[src/rtl/bopl_pkg.sv]
// Shared types, constants and constant functions of the best-offset prefetch learner.
package bopl_pkg;

  localparam int OFFSET_LOW_DEF   = 1;
  localparam int OFFSET_HIGH_DEF  = 256;
  localparam int PRIME_LIMIT_DEF  = 5;
  localparam int OFFSET_COUNT_DEF = 51;
  localparam int LINE_SHIFT_DEF   = 6;
  localparam int ADDR_BITS_DEF    = 48;

  localparam int LINE_W     = 42;
  localparam int OFF_W      = 9;
  localparam int SCORE_W    = 8;
  localparam int ROUNDS_W   = 8;
  localparam int CFG_IDX_W  = 2;
  localparam int CFG_DATA_W = 8;
  localparam int RR_DEPTH   = 256;
  localparam int SLOT_W     = 8;

  localparam logic [SCORE_W-1:0]    SCORE_SAT  = 8'hFF;
  localparam logic [ROUNDS_W-1:0]   ROUNDS_MAX = 8'hFF;
  localparam logic [CFG_DATA_W-1:0] SCORE_LIMIT_RST = 8'd31;
  localparam logic [CFG_DATA_W-1:0] ROUND_LIMIT_RST = 8'd100;
  localparam logic [CFG_DATA_W-1:0] BAD_SCORE_RST   = 8'd1;

  typedef enum logic {
    ACT_TRAIN = 1'b0,
    ACT_FILL  = 1'b1
  } action_t;

  typedef enum logic [CFG_IDX_W-1:0] {
    REG_SCORE_LIMIT = 2'd0,
    REG_ROUND_LIMIT = 2'd1,
    REG_BAD_SCORE   = 2'd2
  } cfg_reg_t;

  typedef struct packed {
    logic [CFG_DATA_W-1:0] score_limit;
    logic [CFG_DATA_W-1:0] round_limit;
    logic [CFG_DATA_W-1:0] bad_score;
  } cfg_regs_t;

  typedef struct packed {
    logic wr;
    logic clr;
  } score_ctl_t;

  // True when n > 1 and every prime factor of n is at most plim; only primes up to 13 are divided out.
  function automatic logic is_smooth(int n, int plim);
    int r;
    r = n;
    if (plim >= 2) for (int i = 0; i < 8; i++) if (r % 2 == 0) r = r / 2;
    if (plim >= 3) for (int i = 0; i < 6; i++) if (r % 3 == 0) r = r / 3;
    if (plim >= 5) for (int i = 0; i < 4; i++) if (r % 5 == 0) r = r / 5;
    if (plim >= 7) for (int i = 0; i < 3; i++) if (r % 7 == 0) r = r / 7;
    if (plim >= 11) for (int i = 0; i < 3; i++) if (r % 11 == 0) r = r / 11;
    if (plim >= 13) for (int i = 0; i < 3; i++) if (r % 13 == 0) r = r / 13;
    return (n > 1) && (r == 1);
  endfunction

  // The k-th candidate offset in ascending order, or zero when there are too few.
  function automatic logic [OFF_W-1:0] cand_offset(int k, int low, int high, int plim);
    int cnt;
    logic [OFF_W-1:0] res;
    cnt = 0;
    res = '0;
    for (int n = 1; n <= 256; n++) begin
      if (n >= low && n <= high && is_smooth(n, plim)) begin
        if (cnt == k) res = OFF_W'(n);
        cnt++;
      end
    end
    return res;
  endfunction

endpackage

[src/rtl/bopl_score_table.sv]
// Offset score memory with per-entry valid bits that clear at the end of a phase.
module bopl_score_table import bopl_pkg::*; #(
  parameter int DEPTH = OFFSET_COUNT_DEF,
  parameter int IDX_W = 6
) (
  input  logic               clk,
  input  logic               rst,
  input  logic               rd_en,
  input  logic [IDX_W-1:0]   rd_idx,
  input  score_ctl_t         ctl,
  input  logic [IDX_W-1:0]   wr_idx,
  input  logic [SCORE_W-1:0] wr_data,
  output logic [SCORE_W-1:0] rd_score
);

  logic [SCORE_W-1:0] mem [DEPTH];
  logic [DEPTH-1:0]   vld;

  always_ff @(posedge clk) begin
    if (rst) begin
      vld <= '0;
    end else if (ctl.clr) begin
      vld <= '0;
    end else if (ctl.wr) begin
      vld[wr_idx] <= 1'b1;
    end
  end

  always_ff @(posedge clk) begin
    if (ctl.wr) begin
      mem[wr_idx] <= wr_data;
    end
  end

  always_ff @(posedge clk) begin
    if (rd_en) begin
      if (ctl.clr) begin
        rd_score <= '0;
      end else if (ctl.wr && (wr_idx == rd_idx)) begin
        rd_score <= wr_data;
      end else if (vld[rd_idx]) begin
        rd_score <= mem[rd_idx];
      end else begin
        rd_score <= '0;
      end
    end
  end

endmodule

[config.mk]
export PLATFORM = sky130hd
export DESIGN_NAME = bopl_score_table
export DESIGN_NICKNAME = d
export VERILOG_FILES = /design/src/rtl/bopl_pkg.sv /design/src/rtl/bopl_score_table.sv
export SDC_FILE = /design/constraint.sdc
export NUM_CORES = 1
export LEC_CHECK = 0
export BUFFER_PORTS_ARGS = -buffer_cell sky130_fd_sc_hd__buf_2
export CAP_MARGIN = 10
export CORE_MARGIN = 2
export CORE_UTILIZATION = 34
export CTS_CLUSTER_DIAMETER = 40
export DETAILED_ROUTE_END_ITERATION = 10
export GPL_TIMING_DRIVEN = 0
export PLACE_DENSITY = 0.57
export SLEW_MARGIN = 20
export SYNTH_ARGS = -nofsm -noshare
export SYNTH_HDL_FRONTEND = slang
export SYNTH_SLANG_ARGS = --single-unit
export TNS_END_PERCENT = 5
[constraint.sdc]
create_clock -name clk -period 4.05 [get_ports clk]
set_input_delay 0.6075 -clock clk [delete_from_list [all_inputs] [get_ports clk]]
set_output_delay 0.6075 -clock clk [all_outputs]
set_load 0.02 [all_outputs]
==> key figures <==
Detailed routing
  • Drt total wl: ~47 mm
  • Met2 Wirelength: ~21 mm
  • Wire per inst: between 20 and 30 um
  • Met1 WL: just over 20 mm
  • Initial DRC count: about 900
  • TritonRoute pass-1 iters: 5
  • Drt via density: 5.29
  • Metal3 WL: around 3.6 mm
  • Top Metal Used: met5
  • DRC Markers: 0
  • Antenna viol nets, final: 0
  • Vias: 9274

Floorplan
  • Row cnt: 85
  • Starting density of the core: between 30% and 40%
  • DIE AREA: ~56000 um2
  • Die Y: around 240 um
  • Die X: ~240 um
  • Core box area: about 54000 um2
  • Ports: 33

Clock tree
  • Largest buffer count on any clock path: 3
  • CTS sink cnt: around 470
  • CTS resizes: 0
  • H-tree depth: 2
  • Clock Pin Slew Worst Setup and Hold Paths: 0.06 ns
  • Setup Fix Bufs, Post-CTS: 0
  • CTS buffer count: just under 60
  • Clk root buf: clkbuf_16
  • CTS tree: done
  • Skew-Pair Late Insertion Delay: between 0.6 and 0.7 ns
  • Hold_buf cts: 0

Outcome
  • Outcome: completed

Setup path
  • Critical path cell sequence: buf_2 -> buf_2 -> buf_6 -> buf_2 -> buf_4 -> mux4_2 -> mux2i_1 -> o21ai_0 -> a21oi_1 -> o41ai_2
  • Reg2Reg Capture Point: rd_score[6]
  • Slowest stage delay, CP: about 0.44 ns
  • End point of the critical path: rd_score[5]
  • Worst path buffer plus inverter count: 5
  • Reg-to-reg startpoint: vld[11]
  • Crit path required time: 4.43 ns
  • Reg2reg path depth: 5
  • Startpoint Class: primary input
  • Crit path kind: primary input to flip-flop
  • CP dominant cell by count: buf_2
  • CP Capture Type: flip-flop
  • Top Family by Delay on Critical Path: buffers and inverters
  • Critical path's slowest cell: buf_2
  • Origin of the worst setup path: rd_idx[2]
  • Worst path arrival time: roughly 3.2 ns
  • CP Depth: 10
  • Worst reg-to-reg setup slack: 1.78 ns
  • CP max FO: 10

Synthesis
  • Yosys reg bits: roughly 470
  • Net Count, Synth: between 900 and 1000
  • Ys async rst share: 0%
  • Number of synthesized flops with an enable pin: about 420
  • Main flop type after synthesis: edfxtp_1
  • Post-Syn Area per Cell: about 20 um2
  • Count of cell types in the netlist: between 40 and 50
  • Syn Std Cell Area: 18400 um2
  • YS warnings: 0
  • Gate count after technology mapping: ~920
  • Part of the Yosys area used for sequential elements: between 70% and 80%

GRT
  • Pin count of the biggest net entering global routing: 53
  • First-pass GRT wire length: approximately 66 mm
  • Tot GR Track Use: 16.7%
  • Total global routing overflow: 0
  • Initial antenna violation count: 4
  • Vias in the first global route: slightly above 9000

Cells and area
  • Area grow syn2layout: 16.8%
  • Layout Nets: 1032
  • Post-Layout Inst Area: 21500 um2
  • Filler Cell Count: 4715
  • Sequential Area: around 14000 um2
  • Share of layout cells above drive strength 1: between 20 and 30%
  • Multi-input logic area: ~4600 um2

Place
  • Post-DP HPWL: 29.3 mm
  • GPL Wtd Cong: 0.858
  • Post-DP Area: between 15000 and 20000 um2
  • I/O Buffers: 27

Timing
  • Worst-margin pin slew: between 1 and 1.5 ns
  • Layout Skew: approximately 0.015 ns
  • Rel. slew slack: 27.0%
  • Final setup fails: 0
  • Hold Vio Cnt, Final: 0
  • Fin crit period: 2.85 ns
  • Period utilization: between 70% and 80%
  • Max Clk Rate: 351 MHz
  • Hold slack final: 0.348 ns
  • Final Max Slew Viols: 0
  • Unrepaired setup endpoints after global routing: false
  • Setup TNS: 0 ns

Pwr
  • Worst vdd ir: ~340 uV
  • Pwr per Cell Area: 518 nW/um2
  • Leakage: 0.00694 uW

Min path
  • Hold Path Class: primary input to flip-flop

Job
  • Maxcap violations: 0
[routing by layer]
layer  up-vias  track usage [%]
li1       3972                -
met1      4873             22.6
met2       330             25.7
met3        91             4.42
met4         8             6.23
met5         -            0.779
[state kept, by name (all words and copies together) (netlist names)]
| name | count |
|---|---|
| vld | 51 |
| rd_score | 8 |
| mem | 408 |
[cell usage in the layout (no fill, tap or decap), types with 4 or more instances in the layout]
cell and instances:
mux2_2 4, mux4_2 100, dfxtp_1 51, clkinv_4 12, buf_2 38, o21a_1 51, buf_4 12, clkbuf_16 59
clkbuf_8 5, nand2_1 25, bufinv_16 8, clkinv_1 7, o31ai_1 4, mux4_1 20, mux2i_1 32, nor2_2 27
edfxtp_1 416, clkinv_2 7, nand3_1 8, nor2_1 41, buf_6 7, nand3b_1 9, nor3_1 4, o22ai_1 4
clkbuf_1 28, a21oi_1 10, o21ai_0 17
[stage by stage]
| step | util, % | setup slack (ns) | std cells | total power (uW) |
|---|---|---|---|---|
| final | 40.1 | 1.20 | 1754 | 11200 |
| after global routing | 40.1 | 1.15 | 1752 | 11400 |
| after CTS | 40.0 | 1.30 | 1752 | 11200 |
| after detailed placement | 36.3 | 0.664 | 1642 | 5930 |
| after global placement | 36.2 | 0.657 | 1642 | 5920 |
| after floorplan | - | 1.60 | 919 | 5690 |
[Yosys cell counts (all sizes together), types with 3 or more instances]
master  instances  area share, %
nand3b          9           0.37
nand2b          3           0.10
mux4          120             15
o22ai           4           0.14
xor2            3           0.14
nand4           3           0.10
edfxtp        416             68
buf            33            1.5
o21ai          18           0.49
nor3            4           0.11
or3             3           0.10
nand4b          4           0.27
o31ai           4           0.16
nor2b           3           0.10
nand2          25           0.51
nor2           68            1.4
mux2i          32            1.7
xnor2           3           0.14
dfxtp          51            5.5
nand3           8           0.22
clkbuf         20           0.41
o21a           51            2.1
mux2            4           0.24
a21oi          10           0.27
[cells by family after synthesis]
| group | count (synthesis) | share of synthesized area [%] |
|---|---|---|
| buf+inv | 55 | 1.99 |
| compound gates | 99 | 3.82 |
| flops | 467 | 73.3 |
| simple gates | 136 | 3.50 |
| mux | 156 | 17.1 |
| xor+xnor | 6 | 0.285 |
[worst reg2reg max path, delay by kind of cell (launching register included)]
kind	cells	cell delay (ns)
muxes	2	1.13
AOI/OAI and AO/OA	1	0.13
and+or+nand+nor	2	0.44
DFF	1	0.31
[how the worst min path moves through the flow]
stage | cells after the start | to | from | slack (ns)
after floorplan | 1 | vld[10] | vld[10] | 0.43
final | 1 | rd_score[1] | rd_en | 0.35
after global placement | 1 | vld[3] | vld[3] | 0.44
after detailed placement | 1 | vld[9] | vld[9] | 0.45
after global routing | 1 | rd_score[1] | rd_en | 0.34
after CTS | 1 | rd_score[1] | rd_en | 0.32
[power breakdown]
group          total [uW]  switching (uW)  internal, uW
Combinational         544             346           197
Sequential           5290            7.44          5280
Clock                5320            2030          3290
[layout make-up]
cell class,instances,share of cell area (%)
sequential,467,62.8
multi-input combinational,397,21.4
clock buffer,72,7.32
tap,696,4.05
clock inverter,38,2.08
buffer,53,1.67
timing repair buffer,27,0.628
inverter,2,0.0349
antenna,2,0.0233
Power figures use the tool's default switching activity.
