[config.mk]
export PLATFORM = sky130hd
export DESIGN_NAME = bopl_learner
export DESIGN_NICKNAME = d
export VERILOG_FILES = /design/src/rtl/bopl_pkg.sv /design/src/rtl/bopl_learner.sv
export SDC_FILE = /design/constraint.sdc
export NUM_CORES = 1
export LEC_CHECK = 0
export BUFFER_PORTS_ARGS = -buffer_cell sky130_fd_sc_hd__buf_2
export CORE_MARGIN = 10
export CORE_UTILIZATION = 50
export DETAILED_ROUTE_END_ITERATION = 10
export PLACE_DENSITY = 0.76
export SKIP_CTS_REPAIR_TIMING = 1
export SLEW_MARGIN = 5
export SYNTH_ARGS = -nofsm -noshare
export SYNTH_HDL_FRONTEND = slang
export SYNTH_SLANG_ARGS = --single-unit
[constraint.sdc]
create_clock -name clk -period 12.18 [get_ports clk]
set_clock_uncertainty 0.15 [all_clocks]
set_input_delay 2.436 -clock clk [delete_from_list [all_inputs] [get_ports clk]]
set_output_delay 2.436 -clock clk [all_outputs]
set_load 0.005 [all_outputs]
[src/rtl/bopl_pkg.sv]
// Shared types, constants and constant functions of the best-offset prefetch learner.
package bopl_pkg;

  localparam int OFFSET_LOW_DEF   = 1;
  localparam int OFFSET_HIGH_DEF  = 256;
  localparam int PRIME_LIMIT_DEF  = 5;
  localparam int OFFSET_COUNT_DEF = 51;
  localparam int LINE_SHIFT_DEF   = 6;
  localparam int ADDR_BITS_DEF    = 48;

  localparam int LINE_W     = 42;
  localparam int OFF_W      = 9;
  localparam int SCORE_W    = 8;
  localparam int ROUNDS_W   = 8;
  localparam int CFG_IDX_W  = 2;
  localparam int CFG_DATA_W = 8;
  localparam int RR_DEPTH   = 256;
  localparam int SLOT_W     = 8;

  localparam logic [SCORE_W-1:0]    SCORE_SAT  = 8'hFF;
  localparam logic [ROUNDS_W-1:0]   ROUNDS_MAX = 8'hFF;
  localparam logic [CFG_DATA_W-1:0] SCORE_LIMIT_RST = 8'd31;
  localparam logic [CFG_DATA_W-1:0] ROUND_LIMIT_RST = 8'd100;
  localparam logic [CFG_DATA_W-1:0] BAD_SCORE_RST   = 8'd1;

  typedef enum logic {
    ACT_TRAIN = 1'b0,
    ACT_FILL  = 1'b1
  } action_t;

  typedef enum logic [CFG_IDX_W-1:0] {
    REG_SCORE_LIMIT = 2'd0,
    REG_ROUND_LIMIT = 2'd1,
    REG_BAD_SCORE   = 2'd2
  } cfg_reg_t;

  typedef struct packed {
    logic [CFG_DATA_W-1:0] score_limit;
    logic [CFG_DATA_W-1:0] round_limit;
    logic [CFG_DATA_W-1:0] bad_score;
  } cfg_regs_t;

  typedef struct packed {
    logic wr;
    logic clr;
  } score_ctl_t;

  // True when n > 1 and every prime factor of n is at most plim; only primes up to 13 are divided out.
  function automatic logic is_smooth(int n, int plim);
    int r;
    r = n;
    if (plim >= 2) for (int i = 0; i < 8; i++) if (r % 2 == 0) r = r / 2;
    if (plim >= 3) for (int i = 0; i < 6; i++) if (r % 3 == 0) r = r / 3;
    if (plim >= 5) for (int i = 0; i < 4; i++) if (r % 5 == 0) r = r / 5;
    if (plim >= 7) for (int i = 0; i < 3; i++) if (r % 7 == 0) r = r / 7;
    if (plim >= 11) for (int i = 0; i < 3; i++) if (r % 11 == 0) r = r / 11;
    if (plim >= 13) for (int i = 0; i < 3; i++) if (r % 13 == 0) r = r / 13;
    return (n > 1) && (r == 1);
  endfunction

  // The k-th candidate offset in ascending order, or zero when there are too few.
  function automatic logic [OFF_W-1:0] cand_offset(int k, int low, int high, int plim);
    int cnt;
    logic [OFF_W-1:0] res;
    cnt = 0;
    res = '0;
    for (int n = 1; n <= 256; n++) begin
      if (n >= low && n <= high && is_smooth(n, plim)) begin
        if (cnt == k) res = OFF_W'(n);
        cnt++;
      end
    end
    return res;
  endfunction

endpackage

[src/rtl/bopl_learner.sv]
// Scoring, phase control and prefetch result register of the best-offset learner.
module bopl_learner import bopl_pkg::*; #(
  parameter int OFFSET_LOW   = OFFSET_LOW_DEF,
  parameter int OFFSET_HIGH  = OFFSET_HIGH_DEF,
  parameter int PRIME_LIMIT  = PRIME_LIMIT_DEF,
  parameter int OFFSET_COUNT = OFFSET_COUNT_DEF,
  parameter int LINE_SHIFT   = LINE_SHIFT_DEF,
  parameter int ADDR_BITS    = ADDR_BITS_DEF,
  parameter int IDX_W        = 6
) (
  input  logic                 clk,
  input  logic                 rst,
  input  logic                 s1_valid,
  input  action_t              s1_action,
  input  logic [ADDR_BITS-1:0] s1_addr,
  input  logic [ADDR_BITS-1:0] s1_key,
  input  logic [ADDR_BITS-1:0] rr_word,
  input  logic [SCORE_W-1:0]   score_rd,
  input  cfg_regs_t            cfg,
  output logic [IDX_W-1:0]     rp_next,
  output logic [OFF_W-1:0]     train_offset,
  output logic                 rr_wr_en,
  output logic [ADDR_BITS-1:0] rr_wr_key,
  output score_ctl_t           score_ctl,
  output logic [IDX_W-1:0]     score_wr_idx,
  output logic [SCORE_W-1:0]   score_wr_data,
  output logic                 result_valid,
  output logic [LINE_W-1:0]    prefetch_line,
  output logic [OFF_W-1:0]     offset_used
);

  logic [OFF_W-1:0] cand [OFFSET_COUNT];

  for (genvar g = 0; g < OFFSET_COUNT; g++) begin : g_cand
    assign cand[g] = cand_offset(g, OFFSET_LOW, OFFSET_HIGH, PRIME_LIMIT);
  end

  logic [IDX_W-1:0]    rp;
  logic [ROUNDS_W-1:0] rounds;
  logic [IDX_W-1:0]    best;
  logic [SCORE_W-1:0]  best_score;
  logic [OFF_W-1:0]    current_offset;
  logic                prefetch_on;

  logic                is_train;
  logic                is_fill;
  logic                hit;
  logic                same;
  logic                beats;
  logic                wrap;
  logic                end_ph;
  logic                on_next;
  logic [SCORE_W-1:0]  new_score;
  logic [SCORE_W-1:0]  top_score;
  logic [IDX_W-1:0]    best_next;
  logic [IDX_W-1:0]    rp_adv;
  logic [ROUNDS_W-1:0] rounds_adv;
  logic [OFF_W-1:0]    offset_next;
  logic [ADDR_BITS-1:0] sum_cur;
  logic [ADDR_BITS-1:0] sum_rp;
  logic [ADDR_BITS-1:0] sum_best;
  logic [ADDR_BITS-1:0] sum_sel;
  logic [ADDR_BITS-1:0] sum_shifted;
  logic [LINE_W+ADDR_BITS-1:0] line_ext;

  assign sum_cur  = s1_addr + ADDR_BITS'(current_offset);
  assign sum_rp   = s1_addr + ADDR_BITS'(cand[rp]);
  assign sum_best = s1_addr + ADDR_BITS'(cand[best]);

  always_comb begin
    is_train   = s1_valid && (s1_action == ACT_TRAIN);
    is_fill    = s1_valid && (s1_action == ACT_FILL);
    hit        = (rr_word == s1_key);
    new_score  = (hit && (score_rd != SCORE_SAT)) ? score_rd + SCORE_W'(1) : score_rd;
    same       = (rp == best);
    beats      = hit && !same && (new_score > best_score);
    best_next  = beats ? rp : best;
    top_score  = (beats || same) ? new_score : best_score;
    wrap       = (rp == IDX_W'(OFFSET_COUNT - 1));
    rp_adv     = wrap ? '0 : rp + IDX_W'(1);
    rounds_adv = (wrap && (rounds != ROUNDS_MAX)) ? rounds + ROUNDS_W'(1) : rounds;
    end_ph     = (rounds_adv >= cfg.round_limit) || (top_score >= cfg.score_limit);
    on_next    = end_ph ? (top_score > cfg.bad_score) : prefetch_on;
    if (!end_ph) begin
      offset_next = current_offset;
      sum_sel     = sum_cur;
    end else if (beats) begin
      offset_next = cand[rp];
      sum_sel     = sum_rp;
    end else begin
      offset_next = cand[best];
      sum_sel     = sum_best;
    end
  end

  assign sum_shifted = sum_sel >> LINE_SHIFT;
  assign line_ext    = {{LINE_W{1'b0}}, sum_shifted};

  assign rp_next       = is_train ? rp_adv : rp;
  assign train_offset  = cand[rp_next];
  assign rr_wr_en      = is_fill && prefetch_on;
  assign rr_wr_key     = s1_addr - ADDR_BITS'(current_offset);
  assign score_ctl.wr  = is_train;
  assign score_ctl.clr = is_train && end_ph;
  assign score_wr_idx  = rp;
  assign score_wr_data = new_score;

  always_ff @(posedge clk) begin
    if (rst) begin
      rp             <= '0;
      rounds         <= '0;
      best           <= '0;
      best_score     <= '0;
      current_offset <= '0;
      prefetch_on    <= 1'b1;
    end else if (is_train) begin
      rp             <= rp_adv;
      rounds         <= end_ph ? '0 : rounds_adv;
      best           <= best_next;
      best_score     <= end_ph ? '0 : top_score;
      current_offset <= offset_next;
      prefetch_on    <= on_next;
    end
  end

  always_ff @(posedge clk) begin
    if (rst) begin
      result_valid <= 1'b0;
    end else begin
      result_valid <= is_train && on_next;
    end
  end

  always_ff @(posedge clk) begin
    if (is_train && on_next) begin
      prefetch_line <= line_ext[LINE_W-1:0];
      offset_used   <= offset_next;
    end
  end

  a_rp_range: assert property (@(posedge clk) disable iff (rst)
    (rp <= IDX_W'(OFFSET_COUNT - 1)) && (best <= IDX_W'(OFFSET_COUNT - 1)))
    else $error("round position or best index out of range");

  a_result_from_train: assert property (@(posedge clk) disable iff (rst)
    result_valid |-> $past(is_train))
    else $error("result without a training transaction");

  a_offset_matches: assert property (@(posedge clk) disable iff (rst)
    result_valid |-> (offset_used == current_offset))
    else $error("result offset differs from the applied offset");

  a_phase_clear: assert property (@(posedge clk) disable iff (rst)
    (is_train && end_ph) |=> ((rounds == '0) && (best_score == '0)))
    else $error("phase end did not clear rounds and best score");

  a_fill_no_state: assert property (@(posedge clk) disable iff (rst)
    (is_fill && !$past(rst)) |=> $stable(rp) && $stable(best))
    else $error("fill transaction changed learner state");

endmodule

==> results.py, run 1 <==
metrics = {
    "global_routing": {
        "grt_usage": 0.2368,
        "antenna_found_initial": 0,
        "grt_overflow": 0,
        "grt_pass1_vias": 8832,
        "grt_max_degree": 40,
        "grt_pass1_wl_um": 46870,
    },
    "placed_design": {
        "place_area_um2": 10670,
        "dpl.hpwl_um": 23670,
        "gp_congestion": 0.9247,
        "io_buffers": 311,
        "pre_cts_ws_ps": 1445,
    },
    "logic_synthesis": {
        "ys.flop_type": "edfxtp_1",
        "synth_top_area_share": 0.1696,
        "syn-mean-instance-area_um2": 8.155,
        "synth_area_leaders": "edfxtp_1 17%, xnor2_1 13%, ha_1 10%",
        "synth-seq-cells": 90,
        "synth_common_cells": "131 x xnor2_1, 106 x nor2_1, 77 x nand2_1, 75 x ha_1, 73 x inv_1",
        "synth_most_common_cell": "xnor2_1",
        "async_flop_share": 0,
        "synthCells": 1107,
        "yosysWarnings": 0,
        "synth_area_um2": 9027,
        "synth_largest_area_cell": "edfxtp_1",
        "ys_seq_area_frac": 0.2561,
        "synth_edf_count": 51,
        "synth.distinct_cells": 67,
        "synth_nets": 1363,
    },
    "final_layout": {
        "final_cell_area_um2": 10980,
        "layout.nets": 1625,
        "fillCellCount": 1622,
        "drive_above_1_share": 0.2737,
        "syn_to_final_growth_pct": 21.68,
    },
    "min_path": {
        "hold_class": "reg -> reg",
    },
    "clock_network": {
        "cts_made_buffers": 9,
        "root_buffer": "clkbuf_16",
        "path_clk_slew_ps": 70,
        "insertion_delay_ps": 360,
        "cts_tree": "done",
        "cts.htree.levels": 3,
        "cts_num_sinks": 90,
        "ctsLongestPathBuffers": 2,
    },
    "timing": {
        "finalSetupTns_ps": 0,
        "slew_viol_final": 0,
        "final-setup-viol-count": 0,
        "grt_setup_unrepaired": "no",
        "fmax_ghz": 0.09254,
        "min_period_ps": 10810,
        "max_slew_margin": 0.3902,
        "timing.hold.ws_ps": 368.7,
        "post-route-period-util": 0.8872,
        "finalHoldViolCount": 0,
        "fin_ws_ps": 1374,
        "tightestPinTransition_ps": 912.3,
    },
    "critical_path": {
        "path_max_fanout": 18,
        "worstSetupEndpointType": "primary output",
        "cp_slowest_stage_delay_ps": 530,
        "required_ps": 9590,
        "critPathLaunchType": "primary input",
        "cp.arrival_ps": 8220,
        "path_cells": "buf_2, xnor2_1, nand4_1, nor4_1, nand3_1, nor3b_1, and4_1, xor2_1, ha_1, a21o_1, a21oi_1, nor2b_1, o31ai_1, nor2_1, buf_4, a21o_1, mux2_2, ha_1, a21o_1, a31oi_1, o21ai_0, a211o_1, and2_1, buf_2",
        "critPathMostFrequentCell": "a21o_1",
        "cpMaxStageDelayCell": "and2_1",
        "worstSetupPathType": "in -> out",
    },
    "floorplanning": {
        "die_h_um": 154.4,
        "die_w_um": 154.4,
        "core_um2": 17840,
        "initial_utilization": 0.5060,
        "die_area_um2": 23830,
        "num_io_pins": 312,
        "num_rows": 49,
    },
    "route": {
        "wl_per_cell_um": 18.51,
        "viasPerCell": 5.577,
        "remaining_drc_errors": 0,
        "finalWirelength_um": 29700,
        "num_vias": 8946,
        "firstDrtPassIters": 5,
        "drtAntennaViolNets": 0,
        "first_iter_violations": 551,
    },
    "status": {
        "outcome": "finished, final reports clean",
    },
    "run": {
        "maxCapViolations": 0,
    },
    "power_and_ir_drop": {
        "power.density_nw_per_um2": 81.25,
        "max-vdd-ir-drop_uv": 77.35,
        "leakagePower_nw": 4.721,
        "report.power.total_w": 0.0008925,
    },
}
## area by class of cell
| class | count | area (um2) | share of cell area |
|---|---|---|---|
| Sequential cell | 90 | 2312 | 0.2105 |
| Clock inverter | 7 | 83.83 | 0.007632 |
| Clock buffer | 9 | 225.2 | 0.02050 |
| Multi-Input combinational cell | 870 | 6146 | 0.5595 |
| Inverter | 75 | 281.5 | 0.02563 |
| Timing Repair Buffer | 323 | 1647 | 0.1499 |
| Tap cell | 229 | 286.5 | 0.02608 |
| Antenna cell | 1 | 2.502 | 0.0002278 |
## kinds of logic (layout without fill, tap and decap cells)
family          count (synthesis)  after routing  share of synthesized area
buf+inv                       147            414                    0.06389
other cells                     0              1                          0
xor+xnor                      159            159                     0.1543
compound gates                217            217                     0.1512
simple gates                  380            380                     0.2164
fa+ha+maj                      76             76                     0.1062
flops                          90             90                     0.2561
mux                            38             38                    0.05198
## final timing paths
kind	depth (start not counted)	slack (ps)	from	to
max	24	1370	s1_key[23]	score_ctl[0]
min	2	370	current_offset[8]$_SDFFE_PP0P_	current_offset[8]$_SDFFE_PP0P_
max reg2reg	23	4930	score_wr_idx[1]$_SDFF_PP0_	prefetch_line[5]$_DFFE_PP_
min reg2reg	2	370	current_offset[8]$_SDFFE_PP0P_	current_offset[8]$_SDFFE_PP0P_
## per-stage QoR
| step | utilization | cells |
|---|---|---|
| floorplan | - | 1107 |
| global placement | 0.5982 | 1587 |
| detailed placement | 0.5982 | 1587 |
| CTS | 0.6155 | 1603 |
| global route | 0.6155 | 1603 |
| finish | 0.6157 | 1604 |
## routing by layer
| layer | GRT usage | vias to the layer above | part of all wire |
|---|---|---|---|
| li1 | - | 4462 | - |
| met3 | 0.05546 | 21 | 0.076 |
| met4 | 0.04094 | 0 | 0.0085 |
| met5 | 0 | - | 0 |
| met2 | 0.4203 | 306 | 0.51 |
| met1 | 0.2869 | 4157 | 0.41 |
## state kept, by name, summed over array words and instances (netlist names)
name	flops
prefetch_line	42
score_wr_idx	6
offset_used	9
result_valid	1
current_offset	9
prefetch_on	1
best	6
best_score	8
rounds	8
## power breakdown
group          switching [W]  internal [W]  leakage, nW
registers         0.00000703      0.000340        0.790
clock network       0.000134      0.000164        0.149
logic               0.000140      0.000107         3.78
## worst max-delay path: cells and delay by family
| family | cells | cell delay, ps |
|---|---|---|
| AO/OA/AOI/OAI | 8 | 1460 |
| XOR/XNOR | 2 | 470 |
| adder cells (fa/ha/maj) | 2 | 620 |
| buffers and inverters | 3 | 550 |
| multiplexers | 1 | 360 |
| AND/OR/NAND/NOR | 8 | 2310 |
## layout by cell type (no fill, tap or decap), types with 12 or more instances in the layout
master	instances
buf_2	311
xnor2_1	131
nor2_1	105
nand2_1	77
ha_1	75
inv_1	73
a21oi_1	60
o21ai_0	53
edfxtp_1	51
nand3_1	47
dfxtp_1	39
nand4_1	36
xor2_1	28
mux2i_1	21
a211oi_1	18
nor3_1	16
and3_1	15
a31oi_1	12
a22oi_1	12
buf_4	12
Power figures use the tool's default switching activity.
==> run 2: changes to the inputs <==
ABC_AREA = 1   (was default)
PLACE_DENSITY = 0.74   (was 0.76)
==> results.py, run 2 <==
metrics = {
    "timing": {
        "slew_viol_final": 0,
        "timing.hold.ws_ps": 332.7,
        "post-route-period-util": 0.8511,
        "grt_setup_unrepaired": "no",
        "final-setup-viol-count": 0,
        "finalHoldViolCount": 0,
        "tightestPinTransition_ps": 1100,
        "min_period_ps": 10370,
        "max_slew_margin": 0.2642,
        "fmax_ghz": 0.09646,
        "finalSetupTns_ps": 0,
    },
    "clock_network": {
        "path_clk_slew_ps": 70,
        "root_buffer": "clkbuf_16",
        "ctsLongestPathBuffers": 2,
        "insertion_delay_ps": 360,
        "cts_num_sinks": 90,
        "cts.htree.levels": 3,
        "cts_tree": "done",
        "cts_made_buffers": 9,
    },
    "power_and_ir_drop": {
        "power.density_nw_per_um2": 75.32,
        "intPower_w": 0.0006096,
        "power_frac_clock": 0.326,
        "switching_share": 0.3360,
        "p_sw_w": 0.0003085,
        "leakagePower_nw": 6.072,
        "max-vdd-ir-drop_uv": 80.74,
        "p_comb_frac": 0.291,
        "report.power.total_w": 0.0009181,
        "p_seq_frac": 0.382,
    },
    "logic_synthesis": {
        "ys_seq_area_frac": 0.2277,
        "synth_common_cells": "360 x nand2_1, 285 x inv_1, 231 x nor2_1, 88 x o21ai_0, 79 x a21oi_1",
        "ys.flop_type": "edfxtp_1",
        "synth_most_common_cell": "nand2_1",
        "synth-seq-cells": 90,
        "synth_nets": 1876,
        "syn-mean-instance-area_um2": 6.268,
        "synthCells": 1620,
        "synth.distinct_cells": 56,
        "synth_fa_ha_area_frac": 0.09439,
        "synth_top_family_by_area": "simple AND/OR/NAND/NOR gates",
        "async_flop_share": 0,
        "synth_simple_gate_area_frac": 0.3266,
        "synth_area_um2": 10150,
        "yosysWarnings": 0,
        "synth_compound_area_frac": 0.1301,
        "synth_area_leaders": "edfxtp_1 15%, nand2_1 13%, inv_1 11%",
        "yosys-mux-area-fraction": 0,
        "synth_xor_area_frac": 0.09131,
        "synth_edf_count": 51,
        "synth_top_area_share": 0.1508,
        "synth_largest_area_cell": "edfxtp_1",
    },
    "final_layout": {
        "reg_top3": "prefetch_line: 42 flops, current_offset: 9 flops, offset_used: 9 flops",
        "largest_register_ffs": 42,
        "final_common_cell": "nand2_1",
        "syn_to_final_growth_pct": 20.05,
        "top_register": "prefetch_line",
        "layout_common_cells": "359 x nand2_1, 311 x buf_2, 285 x inv_1",
        "drive_above_1_share": 0.1924,
        "fin_util": 0.6063,
        "layout.nets": 2158,
        "n_antenna_cell": 0,
    },
    "critical_path": {
        "worstSetupEndpointType": "primary output",
        "cp_slowest_stage_delay_ps": 840,
        "cp.arrival_ps": 7780,
        "cpMaxStageDelayCell": "nor2_1",
        "worstSetupPathType": "in -> out",
        "path_max_fanout": 15,
        "critPathMostFrequentCell": "nand2_1",
        "required_ps": 9590,
        "critPathLaunchType": "primary input",
        "cp-startpoint": "s1_key[44]",
        "crit-reg2reg-launch": "best[3]$_SDFFE_PP0P_",
    },
    "min_path": {
        "hold_start": "best_score[1]$_SDFFE_PP0P_",
        "hold_class": "reg -> reg",
    },
    "route": {
        "drtAntennaViolNets": 0,
        "firstDrtPassIters": 5,
        "num_vias": 11480,
        "viasPerCell": 5.275,
        "finalWirelength_um": 34590,
        "first_iter_violations": 910,
        "wl_per_cell_um": 15.89,
        "remaining_drc_errors": 0,
    },
    "floorplanning": {
        "die_area_um2": 26410,
        "num_rows": 52,
        "initial_utilization": 0.5050,
        "core_um2": 20100,
        "die_w_um": 162.5,
        "die_h_um": 162.5,
        "num_io_pins": 312,
    },
    "placed_design": {
        "gp_congestion": 0.9959,
        "dpl.hpwl_um": 28420,
        "io_buffers": 311,
    },
    "global_routing": {
        "grt_pass1_wl_um": 55390,
        "grt_max_degree": 43,
        "antenna_found_initial": 0,
        "grt_overflow": 0,
        "grt_pass1_vias": 10930,
        "grt_usage": 0.2515,
    },
    "run": {
        "maxCapViolations": 0,
    },
    "status": {
        "outcome": "finished, final reports clean",
    },
}
run 2: changes by cell type in the layout (fill, tap and decap cells not counted), sizes merged, moves of 12 or more:
cell and delta:
o21ai +40, a21oi +21, a22oi -12, mux2i -21
xnor2 -102, and3 -15, nor2 +131, or3 -13
inv +219, xor2 +48, nand2 +288, nand3 +27
nor3 +32
run 2: critical path, delay by kind of cell:
kind / cells / cell delay (ps)
simple gates: 21 / 2900
buf+inv: 6 / 970
xor+xnor: 1 / 190
fa+ha+maj: 2 / 640
compound gates: 4 / 610
run 2: layout make-up:
cell class | instances | area (um2)
clock buffers | 9 | 225.2
clock inverters | 7 | 85.08
fillers | 1980 | 7915
inverters | 293 | 1102
multi-input cells | 1191 | 6525
flip-flops and latches | 90 | 2312
well taps | 270 | 337.8
repair buffers | 317 | 1602
run 2: power groups by stage:
| stage | combinational [W] | clock, W | sequential [W] |
|---|---|---|---|
| final | 0.000268 | 0.000300 | 0.000351 |
| after CTS | 0.000267 | 0.000302 | 0.000351 |
| after detailed placement | 0.000265 | 0 | 0.000358 |
| after global routing | 0.000303 | 0.000316 | 0.000352 |
| after floorplan | 0.000151 | 0 | 0.000357 |
| after global placement | 0.000261 | 0 | 0.000358 |
run 2: logic make-up (layout without fill, tap and decap cells):
logic type	Yosys count	count (layout)
AND/OR/NAND/NOR	778	778
flip-flops	90	90
buffers and inverters	339	626
XOR/XNOR	105	105
AO/OA/AOI/OAI	232	232
adder cells (fa/ha/maj)	76	76
run 2: per-layer routing:
| metal | wire length, um | GRT usage | part of all wire |
|---|---|---|---|
| met3 | 3069 | 0.05207 | 0.089 |
| met1 | 14900 | 0.3233 | 0.43 |
| met5 | 0 | 0 | 0 |
| met4 | 668 | 0.06700 | 0.019 |
| met2 | 15960 | 0.4183 | 0.46 |
run 2: stage by stage:
stage | cells | setup slack, ps | instance area (um2)
final | 2177 | 1813 | 12190
after global routing | 2177 | 1205 | 12190
after CTS | 2177 | 1894 | 12190
after detailed placement | 2161 | 1898 | 11880
after global placement | 2161 | 2122 | 11880
after floorplan | 1620 | 3350 | 10150
run 2: path summary, 6_finish.rpt:
| kind | to | slack (ps) | cells after the start |
|---|---|---|---|
| min | best_score[1]$_SDFFE_PP0P_ | 330 | 2 |
| max reg2reg | prefetch_line[37]$_DFFE_PP_ | 5860 | 31 |
| max | score_ctl[0] | 1810 | 34 |
| min reg2reg | best_score[1]$_SDFFE_PP0P_ | 330 | 2 |
